### src/rtl/core/lfs_pkg.sv
// lfs_pkg: shared constants and types for the linear fade sequencer
// no dependencies; imported by linear_fade_sequencer
package lfs_pkg;

    localparam int CHANNELS     = 4;
    localparam int CHANNEL_BITS = 8;
    localparam int TIME_BITS    = 32;
    localparam int CFG_IDX_BITS = 3;

    // configuration register indexes
    localparam logic [CFG_IDX_BITS-1:0] CFG_DURATION    = 3'd0;
    localparam logic [CFG_IDX_BITS-1:0] CFG_PLAY_MODE   = 3'd1;
    localparam logic [CFG_IDX_BITS-1:0] CFG_START_DELAY = 3'd2;
    localparam logic [CFG_IDX_BITS-1:0] CFG_BEGIN       = 3'd3;
    localparam logic [CFG_IDX_BITS-1:0] CFG_DEST        = 3'd4;

    // command codes
    localparam logic [1:0] CMD_ADD    = 2'd0;
    localparam logic [1:0] CMD_SET    = 2'd1;
    localparam logic [1:0] CMD_FINISH = 2'd2;

    // finish codes
    localparam logic [1:0] FIN_BEGIN = 2'd1;
    localparam logic [1:0] FIN_DEST  = 2'd2;

    typedef enum logic [1:0] {
        MODE_ONCE    = 2'd0,
        MODE_REVERSE = 2'd1,
        MODE_WRAP    = 2'd2,
        MODE_SMOOTH  = 2'd3
    } t_play_mode;

    typedef enum logic [6:0] {
        S_IDLE = 7'b0000001,
        S_TIME = 7'b0000010,
        S_PREP = 7'b0000100,
        S_MUL  = 7'b0001000,
        S_DIV  = 7'b0010000,
        S_MODE = 7'b0100000,
        S_DONE = 7'b1000000
    } t_state;

endpackage

### src/rtl/core/linear_fade_sequencer.sv
// linear_fade_sequencer: top level, command sequencer with a shared multiply and divide unit
// depends on lfs_pkg
//
// Each transaction is one command (add ticks, set elapsed, finish). A time update that is
// applied and not blocked by a finished run recomputes the channels one after another: a
// multiply step takes the channel span times the clamped elapsed time, then a restoring
// divider divides by the duration, one quotient bit a cycle, CHANNEL_BITS bits per channel.
// With a zero duration the multiply and divide are skipped and the channels jump to the
// end point; such an update, like a pass that reaches full progress, also takes the mode
// step. A finish, an ignored update or an update on a finished run goes straight to the
// done state. o_ready rises as the result is handed to the output register. A result
// waiting there does not hold off acceptance, but the next transaction stays in the
// sequencer until the output register is free.
module linear_fade_sequencer (
    input  logic                               i_clk,
    input  logic                               i_rst_n,
    // configuration
    input  logic                               i_cfg_wr_en,
    input  logic [lfs_pkg::CFG_IDX_BITS-1:0]   i_cfg_index,
    input  logic [lfs_pkg::TIME_BITS-1:0]      i_cfg_wdata,
    // command channel
    input  logic                               i_valid,
    output logic                               o_ready,
    input  logic [1:0]                         i_cmd,
    input  logic [lfs_pkg::TIME_BITS-1:0]      i_time_amount,
    input  logic [1:0]                         i_finish_mode,
    input  logic [lfs_pkg::TIME_BITS-1:0]      i_now_time,
    // result channel
    output logic                               o_valid,
    input  logic                               i_ready,
    output logic [lfs_pkg::CHANNEL_BITS-1:0]   o_value_ch0,
    output logic [lfs_pkg::CHANNEL_BITS-1:0]   o_value_ch1,
    output logic [lfs_pkg::CHANNEL_BITS-1:0]   o_value_ch2,
    output logic [lfs_pkg::CHANNEL_BITS-1:0]   o_value_ch3,
    output logic                               o_done_flag,
    output logic                               o_reverse_flag,
    output logic                               o_end_pulse,
    output logic                               o_was_applied
);
    import lfs_pkg::*;

    localparam int CB     = CHANNEL_BITS;
    localparam int TB     = TIME_BITS;
    localparam int PACKW  = CHANNELS * CB + TB;
    localparam int CH_IW  = (CHANNELS > 1) ? $clog2(CHANNELS) : 1;
    localparam int BIT_IW = (CB > 1) ? $clog2(CB) : 1;
    localparam int PW     = CB + TB;

    // configuration
    logic [TB-1:0] r_duration;
    t_play_mode    r_play_mode;
    logic [TB-1:0] r_begin;
    logic [TB-1:0] r_dest;

    // run state
    logic [TB-1:0] r_elapsed;
    logic [TB-1:0] r_start_stamp;
    logic          r_backward;
    logic          r_finished;
    logic [CB-1:0] r_chan [CHANNELS];

    // transaction in flight
    logic [1:0]    r_cmd;
    logic [TB-1:0] r_amount;
    logic [1:0]    r_fmode;
    logic [TB-1:0] r_now;
    logic          r_pulse;
    logic          r_applied;
    logic          r_full;
    logic [TB-1:0] r_e;

    // shared multiply / divide unit
    logic [CH_IW-1:0]  r_ch;
    logic [BIT_IW-1:0] r_bit;
    logic [TB-1:0]     r_rem;
    logic [CB-1:0]     r_lo;

    // output register
    logic          r_out_valid;
    logic [CB-1:0] r_out_chan [CHANNELS];
    logic          r_out_done;
    logic          r_out_rev;
    logic          r_out_pulse;
    logic          r_out_applied;

    t_state r_state;
    t_state n_state;

    // unpacked channel begin and destination values; bits beyond the register read as zero
    logic [PACKW-1:0] w_begin_ext;
    logic [PACKW-1:0] w_dest_ext;
    logic [CB-1:0]    w_begin [CHANNELS];
    logic [CB-1:0]    w_dest  [CHANNELS];

    assign w_begin_ext = {{(PACKW-TB){1'b0}}, r_begin};
    assign w_dest_ext  = {{(PACKW-TB){1'b0}}, r_dest};

    for (genvar g = 0; g < CHANNELS; g++) begin : g_unpack
        assign w_begin[g] = w_begin_ext[g*CB +: CB];
        assign w_dest[g]  = w_dest_ext[g*CB +: CB];
    end

    // datapath signals
    logic [TB:0]   w_sum;
    logic [TB-1:0] w_emin;
    logic [CB-1:0] w_b;
    logic [CB-1:0] w_d;
    logic          w_up;
    logic [CB-1:0] w_mag;
    logic [PW-1:0] w_prod;
    logic [TB:0]   w_trial;
    logic [TB:0]   w_diff;
    logic          w_ge;
    logic [CB-1:0] w_q;
    logic [CB-1:0] w_newval;
    logic          w_ch_last;
    logic          w_bit_last;
    logic          w_out_free;

    always_comb begin
        w_sum      = {1'b0, r_elapsed} + {1'b0, r_amount};
        w_emin     = (r_elapsed < r_duration) ? r_elapsed : r_duration;
        w_b        = w_begin[r_ch];
        w_d        = w_dest[r_ch];
        w_up       = (w_d >= w_b);
        w_mag      = w_up ? (w_d - w_b) : (w_b - w_d);
        w_prod     = PW'(w_mag) * PW'(r_e);
        // restoring step: bring down the next dividend bit
        w_trial    = {r_rem, r_lo[CB-1]};
        w_diff     = w_trial - {1'b0, r_duration};
        w_ge       = (w_trial >= {1'b0, r_duration});
        w_q        = CB'({r_lo, w_ge});
        w_newval   = w_up ? (w_b + w_q) : (w_b - w_q);
        w_ch_last  = (r_ch == CH_IW'(CHANNELS - 1));
        w_bit_last = (r_bit == BIT_IW'(CB - 1));
        w_out_free = !r_out_valid || i_ready;
    end

    // sequencer
    always_comb begin
        n_state = r_state;
        unique case (r_state)
            S_IDLE: begin
                if (i_valid) begin
                    n_state = S_TIME;
                end
            end
            S_TIME: begin
                if ((r_cmd == CMD_ADD || r_cmd == CMD_SET) && !(r_now < r_start_stamp)
                    && !r_finished) begin
                    n_state = S_PREP;
                end else begin
                    n_state = S_DONE;
                end
            end
            S_PREP: begin
                n_state = (r_duration == '0) ? S_MODE : S_MUL;
            end
            S_MUL: begin
                n_state = S_DIV;
            end
            S_DIV: begin
                if (w_bit_last) begin
                    if (!w_ch_last) begin
                        n_state = S_MUL;
                    end else if (r_full) begin
                        n_state = S_MODE;
                    end else begin
                        n_state = S_DONE;
                    end
                end
            end
            S_MODE: begin
                n_state = S_DONE;
            end
            S_DONE: begin
                if (w_out_free) begin
                    n_state = S_IDLE;
                end
            end
            default: begin
                n_state = S_IDLE;
            end
        endcase
    end

    always_ff @(posedge i_clk) begin
        if (!i_rst_n) begin
            r_state <= S_IDLE;
        end else begin
            r_state <= n_state;
        end
    end

    // configuration and run state
    always_ff @(posedge i_clk) begin
        if (!i_rst_n) begin
            r_duration    <= TB'(1000);
            r_play_mode   <= MODE_ONCE;
            r_begin       <= '0;
            r_dest        <= '0;
            r_elapsed     <= '0;
            r_start_stamp <= '0;
            r_backward    <= 1'b0;
            r_finished    <= 1'b0;
            for (int i = 0; i < CHANNELS; i++) begin
                r_chan[i] <= '0;
            end
        end else begin
            if (i_cfg_wr_en) begin
                unique case (i_cfg_index)
                    CFG_DURATION:    r_duration    <= i_cfg_wdata;
                    CFG_PLAY_MODE:   r_play_mode   <= t_play_mode'(i_cfg_wdata[1:0]);
                    CFG_START_DELAY: r_start_stamp <= i_cfg_wdata;
                    CFG_BEGIN:       r_begin       <= i_cfg_wdata;
                    CFG_DEST:        r_dest        <= i_cfg_wdata;
                    default: ;
                endcase
            end

            unique case (r_state)
                S_TIME: begin
                    if (r_cmd == CMD_ADD || r_cmd == CMD_SET) begin
                        if (!(r_now < r_start_stamp)) begin
                            if (r_cmd == CMD_ADD) begin
                                // saturate on overflow
                                r_elapsed <= w_sum[TB] ? '1 : w_sum[TB-1:0];
                            end else begin
                                r_elapsed <= r_amount;
                            end
                        end
                    end else if (r_cmd == CMD_FINISH) begin
                        r_finished <= 1'b1;
                        if (r_fmode == FIN_BEGIN) begin
                            for (int i = 0; i < CHANNELS; i++) r_chan[i] <= w_begin[i];
                        end else if (r_fmode == FIN_DEST) begin
                            for (int i = 0; i < CHANNELS; i++) r_chan[i] <= w_dest[i];
                        end
                    end
                end
                S_PREP: begin
                    // zero duration jumps straight to the end point
                    if (r_duration == '0) begin
                        for (int i = 0; i < CHANNELS; i++) begin
                            r_chan[i] <= r_backward ? w_begin[i] : w_dest[i];
                        end
                    end
                end
                S_DIV: begin
                    if (w_bit_last) begin
                        r_chan[r_ch] <= w_newval;
                    end
                end
                S_MODE: begin
                    unique case (r_play_mode)
                        MODE_ONCE: begin
                            r_finished <= 1'b1;
                            for (int i = 0; i < CHANNELS; i++) r_chan[i] <= w_dest[i];
                        end
                        MODE_REVERSE: begin
                            if (!r_backward) begin
                                r_backward    <= 1'b1;
                                r_elapsed     <= '0;
                                r_start_stamp <= r_now;
                            end else begin
                                r_finished <= 1'b1;
                                for (int i = 0; i < CHANNELS; i++) r_chan[i] <= w_begin[i];
                            end
                        end
                        MODE_WRAP: begin
                            for (int i = 0; i < CHANNELS; i++) r_chan[i] <= w_begin[i];
                            r_elapsed     <= '0;
                            r_start_stamp <= r_now;
                        end
                        MODE_SMOOTH: begin
                            r_backward    <= !r_backward;
                            r_elapsed     <= '0;
                            r_start_stamp <= r_now;
                        end
                    endcase
                end
                default: ;
            endcase
        end
    end

    // transaction registers and the shared unit
    always_ff @(posedge i_clk) begin
        unique case (r_state)
            S_IDLE: begin
                r_cmd     <= i_cmd;
                r_amount  <= i_time_amount;
                r_fmode   <= i_finish_mode;
                r_now     <= i_now_time;
                r_pulse   <= 1'b0;
                r_applied <= 1'b1;
            end
            S_TIME: begin
                if (r_cmd == CMD_ADD || r_cmd == CMD_SET) begin
                    if (r_now < r_start_stamp) begin
                        r_applied <= 1'b0;
                    end
                end else if (r_cmd != CMD_FINISH) begin
                    r_applied <= 1'b0;
                end
            end
            S_PREP: begin
                r_full <= (r_duration == '0) || (r_elapsed >= r_duration);
                r_e    <= r_backward ? (r_duration - w_emin) : w_emin;
                r_ch   <= '0;
            end
            S_MUL: begin
                // high part is below the duration since the quotient fits in CB bits
                r_rem <= w_prod[PW-1:CB];
                r_lo  <= w_prod[CB-1:0];
                r_bit <= '0;
            end
            S_DIV: begin
                r_rem <= w_ge ? w_diff[TB-1:0] : w_trial[TB-1:0];
                r_lo  <= w_q;
                r_bit <= r_bit + BIT_IW'(1);
                if (w_bit_last) begin
                    r_ch <= r_ch + CH_IW'(1);
                end
            end
            S_MODE: begin
                r_pulse <= 1'b1;
            end
            default: ;
        endcase
    end

    // output register
    always_ff @(posedge i_clk) begin
        if (!i_rst_n) begin
            r_out_valid <= 1'b0;
        end else if (r_state == S_DONE && w_out_free) begin
            r_out_valid <= 1'b1;
        end else if (i_ready) begin
            r_out_valid <= 1'b0;
        end
    end

    always_ff @(posedge i_clk) begin
        if (r_state == S_DONE && w_out_free) begin
            for (int i = 0; i < CHANNELS; i++) begin
                r_out_chan[i] <= r_chan[i];
            end
            r_out_done    <= r_finished;
            r_out_rev     <= r_backward;
            r_out_pulse   <= r_pulse;
            r_out_applied <= r_applied;
        end
    end

    assign o_ready        = (r_state == S_IDLE);
    assign o_valid        = r_out_valid;
    assign o_value_ch0    = r_out_chan[0];
    assign o_value_ch1    = r_out_chan[1];
    assign o_value_ch2    = r_out_chan[2];
    assign o_value_ch3    = r_out_chan[3];
    assign o_done_flag    = r_out_done;
    assign o_reverse_flag = r_out_rev;
    assign o_end_pulse    = r_out_pulse;
    assign o_was_applied  = r_out_applied;

endmodule
### config.mk
export PLATFORM = sky130hd
export DESIGN_NAME = linear_fade_sequencer
export DESIGN_NICKNAME = d
export VERILOG_FILES = /design/src/rtl/core/lfs_pkg.sv /design/src/rtl/core/linear_fade_sequencer.sv
export SDC_FILE = /design/constraint.sdc
export NUM_CORES = 2
export LEC_CHECK = 0
export ABC_AREA = 1
export ABC_CLOCK_PERIOD_IN_PS = 21300
export BUFFER_PORTS_ARGS = -buffer_cell sky130_fd_sc_hd__clkbuf_2
export CORE_MARGIN = 1
export CORE_UTILIZATION = 60
export DETAILED_ROUTE_END_ITERATION = 7
export PLACE_DENSITY_LB_ADDON = 0.2
export SYNTH_ARGS = -nofsm -noshare
export SYNTH_HDL_FRONTEND = slang
export SYNTH_SLANG_ARGS = --single-unit
### constraint.sdc
create_clock -name i_clk -period 21.3 [get_ports i_clk]
set_input_delay 3.195 -clock i_clk [delete_from_list [all_inputs] [get_ports i_clk]]
set_output_delay 3.195 -clock i_clk [all_outputs]
set_load 0.01 [all_outputs]
==> impl_metrics.json <==
{
  "final_util_pct": 65.7,
  "die-height_um": 242,
  "slew_headroom_pct": 20.3,
  "drv_slew": 0,
  "p_per_area_nw_per_um2": 149,
  "port_buffers": 145,
  "die_w_um": 242,
  "power_mw": 5.53,
  "pwr-share-seq_pct": 18.9,
  "synth_edf_count": 216,
  "synth_cell_type_count": 68,
  "drive_gt1_share_pct": 6.79,
  "cp_common_cell": "nand2_1",
  "syn_area_um2": 34400,
  "placed_area_um2": 35600,
  "power_leakage_nw": 17.2,
  "first_global_vias": 30946,
  "worstPathArrival_ns": 9.59,
  "cap_violations": 0,
  "tns_ns": 0,
  "cts.clk_slew.worst_paths_ns": 0.07,
  "clockPowerShare_pct": 14.3,
  "core-area_um2": 56500,
  "seq_area_frac_synth_pct": 28.8,
  "synth_compound_area_share_pct": 15.7,
  "cts.path.max_buffers": 3,
  "tightest_slew_ns": 1.20,
  "die_area_um2": 58400,
  "postCtsHoldBufs": 0,
  "synthAdderAreaFrac_pct": 19.7,
  "synth_xor_area_share_pct": 2.03,
  "cts_setup_buffers": 0,
  "max_freq_mhz": 108,
  "num_vias": 32666,
  "muxShareOfSynthArea_pct": 0.0291,
  "drcViolationCount": 7,
  "finalClockSkew_ns": 0.0542,
  "start_kind": "flop",
  "holdWs_ns": 0.418,
  "synth_top_cells_by_count": "nand2_1, inv_1, nor2_1, a21oi_1, o21ai_0",
  "syn-num-nets": 5248,
  "grt_start_max_net_pins": 86,
  "nets": 5318,
  "final-setup-viol-count": 0,
  "avgRoutedWirePerCell_um": 20.0,
  "start_util_pct": 61.0,
  "root_buffer": "clkbuf_16",
  "crit_path_end_kind": "flop",
  "ctsResizeCount": 0,
  "reg2reg_slack_ns": 12.04,
  "synth_top_family_by_area": "simple AND/OR/NAND/NOR gates",
  "async_flop_share_pct": 0,
  "p_sw_mw": 2.84,
  "io_pins": 146,
  "synth_top_area_cell": "edfxtp_1",
  "cp_slowest_cell": "edfxtp_1",
  "ir_worst_vdd_mv": 0.136,
  "synth_top_area_share_pct": 18.8,
  "drt-total-wl_um": 111000,
  "path_class": "flop to flop",
  "status": "complete, but fails checks",
  "fin_crit_ns": 9.26,
  "place_congestion": 1.05,
  "yosys-top-cells-area": "edfxtp_1, nand2_1, fa_1",
  "ant_nets": 0,
  "syn_area_per_cell_um2": 7.31,
  "grt_usage_pct": 37.9,
  "synthFlopType": "edfxtp_1",
  "rows": 87,
  "syn2layout_area_growth_pct": 7.86,
  "yosys.area_share.simple_pct": 23.7,
  "fin_crit_sh_pct": 43.5,
  "clock_latency_ns": 0.63,
  "rsz0062_at_grt": "no",
  "grt_overflow_total": 0,
  "synthCells": 4710,
  "pwr-share-comb_pct": 66.8,
  "drt_iter0_drc": 3437,
  "clock-sinks": 388,
  "required_ns": 21.63,
  "hpwl_um": 88100,
  "grt_pass1_wl_um": 173000,
  "hold_violations": 0,
  "cpPeakStageDelay_ns": 0.80,
  "fin_area_um2": 37100,
  "htreeDepth": 2,
  "vias_per_cell": 5.86,
  "numCtsBuffers": 45,
  "internal_power_mw": 2.69,
  "violations": "DRC",
  "dr.pass1.iters": 8,
  "p_sw_share_pct": 51.3,
  "synth.most_common_cell": "nand2_1",
  "ys_seq_elements": 388,
  "cp_max_fo": 32,
  "cts_tree": "built",
  "antenna_found_initial": 6,
  "min_path_type": "flop to flop",
  "ys_warn_count": 0
}
## area by class of cell
type                       count  area (um^2)
sequential                   388         9930
clock inverter                27          288
inverter                     737         2770
timing repair buffer         169          908
fill                        5065        19400
multi-input combinational   3439        21100
clock buffer                  57         1210
tap                          756          946
antenna                        3         7.51
## layout by cell type, fill, tap and decap left out, types with 33 or more instances in the layout
master     synthesis  routed
nand3_1          200     199
o211ai_1          54      54
dfxtp_1          172     171
a21oi_1          386     386
clkbuf_2           1     144
inv_1            715     714
edfxtp_1         216     216
xor2_1            45      45
fa_1             186     186
nor2_1           546     544
ha_1             244     244
xnor2_1           33      33
nand2_1         1004    1003
nand4_1           75      75
o21ai_0          386     386
clkbuf_16          0      45
nor3_1            36      36
## logic make-up (layout without fill, tap and decap cells)
logic type               after synthesis  count (layout)
XOR/XNOR                              79              79
adder cells (fa/ha/maj)              430             430
buffers and inverters                883             990
flip-flops                           388             388
multiplexers                           1               1
other                                  0               3
AND/OR/NAND/NOR                     1952            1952
AO/OA/AOI/OAI                        977             977
## layer usage
metal	vias to the layer above	track usage [%]	wire length, um
li1	15600	-	-
met1	15269	53.0	47100
met2	1534	58.2	48700
met3	263	5.79	10200
met4	0	16.9	5270
met5	-	0	0
## critical path, delay by kind of cell, from the launching register on
kind,cells,cell delay [ns]
compound gates,6,0.89
xor+xnor,1,0.17
fa+ha+maj,7,3.16
buf+inv,8,2.00
flops,1,0.80
simple gates,14,1.93
## worst paths after layout
path	from	to	cells after the start
max	r_ch[0]	r_rem[27]	36
min	r_chan[1][2]	r_out_chan[1][2]	0
max reg2reg	r_ch[0]	r_rem[27]	36
min reg2reg	r_chan[1][2]	r_out_chan[1][2]	0
## power by group through the flow
stage	clock network (mW)	registers, mW	logic (mW)
after floorplan	0	1.05	2.68
after global placement	0	1.05	3.54
after detailed placement	0	1.06	3.59
after CTS	0.799	1.04	3.62
after global routing	0.827	1.05	4.16
final	0.791	1.04	3.69
## per-stage QoR
step / std cells / setup slack [ns]
global route: 5573 / 11.41
CTS: 5573 / 12.16
detailed placement: 5489 / 12.24
global placement: 5489 / 12.50
finish: 5576 / 12.04
floorplan: 4710 / 10.69
No activity file was read; power rests on OpenSTA's default activity.
